===== config.mk =====
export PLATFORM = sky130hd
export DESIGN_NAME = bsa_cell
export DESIGN_NICKNAME = d
export VERILOG_FILES = /design/src/bsa_pkg.sv /design/src/bsa_cell.sv
export SDC_FILE = /design/constraint.sdc
export NUM_CORES = 1
export LEC_CHECK = 0
export BUFFER_PORTS_ARGS = -buffer_cell sky130_fd_sc_hd__buf_2
export CORE_MARGIN = 3
export CORE_UTILIZATION = 25
export CTS_CLUSTER_SIZE = 24
export DETAILED_ROUTE_END_ITERATION = 12
export SLEW_MARGIN = 20
export SYNTH_ARGS = -nofsm -noshare
export SYNTH_HDL_FRONTEND = slang
export SYNTH_SLANG_ARGS = --single-unit

===== constraint.sdc =====
create_clock -name i_clk -period 3.58 [get_ports i_clk]
set_clock_uncertainty 0.05 [all_clocks]
set_input_delay 0.358 -clock i_clk [delete_from_list [all_inputs] [get_ports i_clk]]
set_output_delay 0.358 -clock i_clk [all_outputs]
set_load 0.01 [all_outputs]

===== src/bsa_pkg.sv =====
`timescale 1ns / 1ps
package bsa_pkg;

    localparam int SLOTS  = 256;
    localparam int SLOT_W = $clog2(SLOTS);
    localparam int CNT_W  = $clog2(SLOTS + 1);
    localparam int SIZE_W = 16;
    localparam int OFS_W  = 24;
    localparam int CFG_W  = 2;

    localparam logic [1:0] OP_ALLOC_ONE = 2'd0;
    localparam logic [1:0] OP_FREE_ONE  = 2'd1;
    localparam logic [1:0] OP_ALLOC_RUN = 2'd2;
    localparam logic [1:0] OP_FREE_RUN  = 2'd3;

    localparam logic [2:0] ST_OK       = 3'd0;
    localparam logic [2:0] ST_BAD_LEN  = 3'd1;
    localparam logic [2:0] ST_NO_SPACE = 3'd2;
    localparam logic [2:0] ST_RANGE    = 3'd3;
    localparam logic [2:0] ST_NOT_USED = 3'd4;
    localparam logic [2:0] ST_PAST_END = 3'd5;

    localparam logic [CFG_W-1:0] CFG_ARENA_SLOTS = 2'd0;
    localparam logic [CFG_W-1:0] CFG_SLOT_BYTES  = 2'd1;

    localparam logic [CNT_W-1:0]  ARENA_RESET = CNT_W'(SLOTS);
    localparam logic [SIZE_W-1:0] OBJ_RESET   = SIZE_W'(1);

    typedef struct packed {
        logic              vld;
        logic              hit;
        logic              ok;
        logic [CNT_W-1:0]  run;
        logic [SLOT_W-1:0] start;
    } t_token;

    typedef struct packed {
        logic              alloc;
        logic [SLOT_W-1:0] base;
        logic [CNT_W-1:0]  len;
        logic [CNT_W-1:0]  n;
    } t_cmd;

    typedef struct packed {
        logic              en;
        logic              set;
        logic [SLOT_W-1:0] lo;
        logic [CNT_W-1:0]  len;
    } t_commit;

endpackage


===== src/bsa_cell.sv =====
`timescale 1ns / 1ps
module bsa_cell (
    input  logic                   i_clk,
    input  logic                   i_rst_n,
    input  logic [bsa_pkg::SLOT_W-1:0] i_idx,
    input  bsa_pkg::t_cmd          i_cmd,
    input  bsa_pkg::t_commit       i_commit,
    input  bsa_pkg::t_token        i_tok,
    output bsa_pkg::t_token        o_tok
);
    import bsa_pkg::*;

    logic             r_used;
    t_token           r_tok;
    t_token           n_tok;
    logic [CNT_W:0]   w_idx;
    logic             w_active;
    logic             w_in_run;
    logic             w_in_commit;
    logic [CNT_W-1:0] w_run;

    assign w_idx       = (CNT_W + 1)'(i_idx);
    assign w_active    = w_idx < (CNT_W + 1)'(i_cmd.n);
    assign w_in_run    = (w_idx >= (CNT_W + 1)'(i_cmd.base)) &&
                         (w_idx < (CNT_W + 1)'(i_cmd.base) + (CNT_W + 1)'(i_cmd.len));
    assign w_in_commit = (w_idx >= (CNT_W + 1)'(i_commit.lo)) &&
                         (w_idx < (CNT_W + 1)'(i_commit.lo) + (CNT_W + 1)'(i_commit.len));
    assign w_run       = i_tok.run + CNT_W'(1);

    always_comb begin
        n_tok = i_tok;
        if (i_tok.vld && i_cmd.alloc && !i_tok.hit && w_active) begin
            if (r_used) begin
                n_tok.run = '0;
            end else begin
                n_tok.run = w_run;
                if (w_run == i_cmd.len) begin
                    n_tok.hit   = 1'b1;
                    n_tok.start = SLOT_W'(w_idx + (CNT_W + 1)'(1) - (CNT_W + 1)'(i_cmd.len));
                end
            end
        end
        if (i_tok.vld && !i_cmd.alloc && w_in_run && !r_used) begin
            n_tok.ok = 1'b0;
        end
    end

    always_ff @(posedge i_clk) begin
        if (!i_rst_n) begin
            r_used    <= 1'b0;
            r_tok.vld <= 1'b0;
        end else begin
            r_tok <= n_tok;
            if (i_commit.en && w_in_commit) begin
                r_used <= i_commit.set;
            end
        end
    end

    assign o_tok = r_tok;

endmodule


==> results of run 1 <==
-- cell families after synthesis --
group,after synthesis
fa+ha+maj,70
flops,21
mux,13
simple gates,82
compound gates,89
buf+inv,47
xor+xnor,30
-- Yosys cell counts, types with 3 or more instances --
library cell	number
nor2_1	14
mux2_4	8
a21o_1	11
mux2_2	3
nand2b_1	8
xor2_1	14
nand3_1	6
nor3_1	6
nand2_1	25
xnor2_1	16
o21a_1	8
o21bai_1	3
clkbuf_1	3
a21oi_1	18
o21ai_0	22
fa_1	3
edfxtp_1	19
a31oi_1	4
nor2b_1	7
a211o_1	4
inv_1	42
ha_1	67
-- power breakdown --
group / switching (mW) / total [mW] / internal [mW]
clock: 0.0964 / 0.247 / 0.150
combinational: 0.241 / 0.460 / 0.218
sequential: 0.00700 / 0.296 / 0.289
total: 0.345 / 1.00 / 0.658
-- stage by stage --
stage / instance area [sq um] / util [%] / setup slack, ns / hold slack [ns] / power (mW)
2_1_floorplan: 3150 / - / 0.683 / 0.420 / 0.605
3_3_place_gp: 3830 / 31.5 / 0.386 / 0.548 / 0.754
3_5_place_dp: 3830 / 31.5 / 0.182 / 0.554 / 0.766
4_1_cts: 3910 / 32.1 / 0.435 / 0.283 / 1.01
5_1_grt: 3910 / 32.1 / 0.151 / 0.293 / 1.08
6_report: 3910 / 32.1 / 0.456 / 0.281 / 1.00
-- sequential cells by signal (all words and copies together), names as in the netlist --
| signal | flops |
|---|---|
| r_used | 1 |
| o_tok | 20 |
-- metal layers --
| metal | global-route usage (%) | share of wire (%) |
|---|---|---|
| met5 | 0 | 0.080 |
| met3 | 2.58 | 5.9 |
| met2 | 22.6 | 50 |
| met4 | 2.12 | 0.89 |
| met1 | 14.9 | 43 |
-- layout make-up --
class                      instances  area share [%]
inverter                          42            4.04
sequential                        21            15.6
tap                              168            5.38
clock buffer                       3            1.92
timing repair buffer              97            12.6
clock inverter                     1           0.128
multi-input combinational        284            60.3
-- how the worst min path moves through the flow --
stage                         start              endpoint  cells after the start
final                     i_tok[19]  o_tok[19]$_SDFF_PN0_                      2
after global routing      i_tok[19]  o_tok[19]$_SDFF_PN0_                      2
after CTS                 i_tok[19]  o_tok[19]$_SDFF_PN0_                      2
after detailed placement  i_tok[19]  o_tok[19]$_SDFF_PN0_                      2
after global placement    i_tok[19]  o_tok[19]$_SDFF_PN0_                      2
after floorplan             i_rst_n    o_tok[0]$_DFFE_PP_                      0
==> reports/metrics.yaml, run 1 <==
yosys:
  synth_compound_area_share_pct: 18.8
  yosys.area_share.simple_pct: 13.7
  synth_edf_count: 19
  yosysSeqAreaShare_pct: 19.4
  synth.avg_cell_area_sq_um: 8.96
  yosys_warnings: 0
  ys_seq_elements: 21
  synth_top_cell_by_area: "ha_1"
  synth_xor_area_share_pct: 8.33
  yosysTopAreaCellShare_pct: 26.6
  yosysUniqueCellTypes: 54
  ys_top_cells_by_area: "ha_1 27%, edfxtp_1 18%, inv_1 5.0%, xnor2_1 4.4%, xor2_1 3.9%"
  synth_fp_nets: 498
  synth_top_family_by_area: "adder cells"
  syn_inst: 352
  synthAdderAreaFrac_pct: 28.5
  muxShareOfSynthArea_pct: 5.52
  synthArstFlopShare_pct: 0
  synth_area_sq_um: 3150
  ys.flop_type: "edfxtp_1"
placement:
  port_buffers: 95
  hpwlAfterDp_mm: 7.49
  gp_congestion: 0.848
  post-place-cells: 612
cts:
  insertion_delay_ns: 0.26
  hold_buffers: 0
  cts_inserted_buffers: 3
  cts_tree: "built"
  root_buffer: "clkbuf_16"
  clockBufferDepth: 2
  cts-htree-levels: 1
  cts.clk_slew.worst_paths_ns: 0.07
  post_cts_buffers: 0
  clock-sinks: 21
  ctsResizeCount: 0
cells_and_area:
  register_area_sq_um: 611
  nets: 595
  multiInputGateArea_sq_um: 2360
  n_antenna_cell: 0
  area_delta_synth_final_pct: 23.9
  drive_above_1_share_pct: 27.0
  nFillCells: 1301
  instances_no_fill: 616
  final_common_cell: "buf_2"
  layout_common_cells: "95 x buf_2, 67 x ha_1, 42 x inv_1, 25 x nand2_1, 22 x o21ai_0"
floorplan:
  io_pins: 96
  initial_core_util_pct: 25.9
  fp.coreArea_sq_um: 12200
  die_h_um: 118
  rows: 40
  fp.dieW_um: 118
  die_area_sq_um: 14000
critical_path:
  r2r_slack_ns: 1.78
  crit_path_end: "r_used$_SDFFE_PN0P_"
  worst-path-buf-inv: 1
  max_stage_delay_ns: 0.34
  critical_path.slowest_cell: "o31ai_1"
  cp-start-kind: "input port"
  crit_arrival_ns: 3.26
  timing.rr.end: "o_tok[6]$_DFFE_PP_"
  required_ns: 3.72
  path_cells: "buf_2, ha_1, a211oi_1, nor2_1, o31ai_1, nand2b_1, a21oi_1, xor2_1, ha_1, and4_1, o21ai_0, o211ai_1, o211a_1, a211oi_1, mux2i_1"
  critPathKind: "in2reg"
  crit_fanout: 3
  critPathLaunch: "i_commit[1]"
  reg2reg_depth: 2
  cp.depth: 15
  critPathCaptureType: "flip-flop"
  critical-path-top-delay-family: "compound AO/OA/AOI/OAI gates"
  worst_r2r_startpoint: "r_used$_SDFFE_PN0P_"
grt:
  grt_max_degree: 23
  overflow: 0
  grt_usage_pct: 12.3
  grt_pass1_vias: 2999
  antenna_found_initial: 1
  grt_pass1_wl_mm: 14.3
run:
  drv_cap: 0
drt:
  drtIter0Drc: 152
  num_vias: 2896
  viasPerCell: 4.70
  drt-total-wl_mm: 8.73
  wl_per_cell_um: 14.2
  remaining_drc_errors: 0
  drtPass1Iterations: 4
  antenna_left: 0
timing:
  hold_viol_final: 0
  fin_crit_sh_pct: 87.2
  final.setup.tns_ns: 0
  finalSetupViolCount: 0
  layout_min_cycle_time_ns: 3.12
  slew_headroom_pct: 65.2
  rsz0062_at_grt: "no"
  max_freq_mhz: 320
  drv_slew: 0
  worstMarginPinSlew_ns: 0.522
worst_hold_path:
  hp-class: "in2reg"
pwr:
  p_leak_nw: 1.97
  p_per_area_nw_per_um2: 257
  vdd_drop_max_mv: 0.108
status:
  status: "finished clean"
Note: power is estimated with default switching activity, not from simulation.
==> inputs of run 2 (changes only) <==
- CTS_BUF_LIST: default -> sky130_fd_sc_hd__clkbuf_8
==> reports/metrics.yaml, run 2 (synthesized netlist as in run 1, its figures left out) <==
critical_path:
  required_ns: 3.74  # +0.02 ns
  critical-path-top-delay-family: "compound AO/OA/AOI/OAI gates"
  critPathCaptureType: "flip-flop"
  crit_arrival_ns: 3.26  # about the same
  reg2reg_depth: 2  # unchanged
  path_cells: "buf_2, ha_1, a211oi_1, nor2_1, o31ai_1, nand2b_1, a21oi_1, xor2_1, ha_1, and4_1, o21ai_0, o211ai_1, o211a_1, a211oi_1, mux2i_1"
  max_stage_delay_ns: 0.34  # about the same
  worst-path-buf-inv: 1  # unchanged
  timing.rr.end: "o_tok[6]$_DFFE_PP_"
  cp-start-kind: "input port"
  r2r_slack_ns: 1.76  # -0.02 ns
  critPathKind: "in2reg"
  crit_fanout: 3  # unchanged
  critical_path.slowest_cell: "o31ai_1"
  worst_r2r_startpoint: "r_used$_SDFFE_PN0P_"
cells_and_area:
  area_delta_synth_final_pct: 22.8
  multiInputGateArea_sq_um: 2360  # unchanged
  design_area_sq_um: 3870  # -0.87%
  nets: 595  # unchanged
  largest_register_ff_count: 20  # unchanged
  register_area_sq_um: 611  # unchanged
  n_antenna_cell: 0  # unchanged
  nFillCells: 1307  # +0.46%
  final_common_cell: "buf_2"
  layout_common_cells: "95 x buf_2, 67 x ha_1, 42 x inv_1, 25 x nand2_1, 22 x o21ai_0"
  drive_above_1_share_pct: 27.0  # unchanged
grt:
  grt_max_degree: 23  # unchanged
  grt_pass1_wl_mm: 14.3  # about the same
  antenna_found_initial: 1  # unchanged
  grt_usage_pct: 12.4  # +0.030 points
  grt_pass1_vias: 2996  # -0.10%
  overflow: 0  # unchanged
cts:
  cts-htree-levels: 1  # unchanged
  root_buffer: "clkbuf_8"
  cts_inserted_buffers: 3  # unchanged
  cts_tree: "built"
  post_cts_buffers: 0  # unchanged
  clock-sinks: 21  # unchanged
  hold_buffers: 0  # unchanged
  insertion_delay_ns: 0.27  # about the same
  cts.clk_slew.worst_paths_ns: 0.10  # +0.03 ns
  ctsResizeCount: 0  # unchanged
  clockBufferDepth: 2  # unchanged
timing:
  layout_min_cycle_time_ns: 3.10  # -0.0190 ns
  hold_viol_final: 0  # unchanged
  fin_crit_sh_pct: 86.7  # -0.53 points
  slew_headroom_pct: 65.1  # -0.090 points
  drv_slew: 0  # unchanged
  worstMarginPinSlew_ns: 0.524  # +0.00135 ns
  layout_setup_ws_ns: 0.475  # +0.0190 ns
  rsz0062_at_grt: "no"
  final.setup.tns_ns: 0  # unchanged
  max_freq_mhz: 322  # +0.61%
  finalSetupViolCount: 0  # unchanged
drt:
  drtPass1Iterations: 4  # unchanged
  viasPerCell: 4.72  # +0.35%
  drt-total-wl_mm: 8.75  # +0.22%
  drtIter0Drc: 136  # -11%
  wl_per_cell_um: 14.2  # +0.22%
  antenna_left: 0  # unchanged
  num_vias: 2906  # +0.35%
  remaining_drc_errors: 0  # unchanged
worst_hold_path:
  hold_start: "i_tok[19]"
  min_to: "o_tok[19]$_SDFF_PN0_"
  hp-class: "in2reg"
  whs_path_depth: 2  # unchanged
placement:
  hpwlAfterDp_mm: 7.49  # unchanged
  port_buffers: 95  # unchanged
  gp_congestion: 0.848  # unchanged
  dp_slack_ns: 0.182  # unchanged
  placed_cell_area_sq_um: 3830  # unchanged
pwr:
  p_per_area_nw_per_um2: 239  # -7.1%
  p_leak_nw: 1.95  # -0.78%
  vdd_drop_max_mv: 0.0918  # -15%
floorplan:
  die_area_sq_um: 14000  # unchanged
  io_pins: 96  # unchanged
  initial_core_util_pct: 25.9  # unchanged
  die_h_um: 118  # unchanged
  fp.dieW_um: 118  # unchanged
  rows: 40  # unchanged
  fp.coreArea_sq_um: 12200  # unchanged
status:
  status: "finished clean"
run:
  drv_cap: 0  # unchanged
run 2: worst reg2reg max path, delay by kind of cell, from the launching register on:
kind | cells | cell delay, ns
flops | 1 | 0.47
simple gates | 1 | 0.71
mux | 1 | 0.33
run 2: worst max path at each step:
| stage | from | endpoint | slack, ns | cells after the start |
|---|---|---|---|---|
| after global placement | i_commit[1] | r_used$_SDFFE_PN0P_ | 0.39 | 15 |
| after CTS | i_commit[1] | r_used$_SDFFE_PN0P_ | 0.46 | 15 |
| after global routing | i_commit[1] | r_used$_SDFFE_PN0P_ | 0.17 | 15 |
| after floorplan | i_commit[0] | r_used$_SDFFE_PN0P_ | 0.68 | 15 |
| after detailed placement | i_commit[1] | r_used$_SDFFE_PN0P_ | 0.18 | 15 |
| final | i_commit[1] | r_used$_SDFFE_PN0P_ | 0.48 | 15 |
run 2: layer usage:
layer	vias up	share of wire, %	GRT usage [%]
met2	72	50	22.6
met1	1360	43	14.9
li1	1462	-	-
met4	2	1.1	2.56
met3	10	5.9	2.44
met5	-	0.080	0
run 2: power by group:
part           leakage (nW)  internal, mW  switching [mW]
clock network        0.0255        0.0778          0.0902
registers             0.198         0.289         0.00707
logic                  1.73         0.218           0.241
total                  1.95         0.585           0.338
run 2: layout make-up:
cell class / instances / area share, %
multi-input combinational: 284 / 60.9
inverter: 42 / 4.07
sequential: 21 / 15.8
clock buffer: 3 / 1.07
tap: 168 / 5.43
clock inverter: 1 / 0.129
timing repair buffer: 97 / 12.7
run 2: metrics by stage:
step | hold slack, ns | instances | power [mW] | util, %
after floorplan | 0.420 | 352 | 0.605 | -
after global placement | 0.548 | 612 | 0.754 | 31.5
after detailed placement | 0.554 | 612 | 0.766 | 31.5
after CTS | 0.257 | 616 | 0.939 | 31.8
after global routing | 0.272 | 616 | 1.01 | 31.8
final | 0.264 | 616 | 0.924 | 31.8
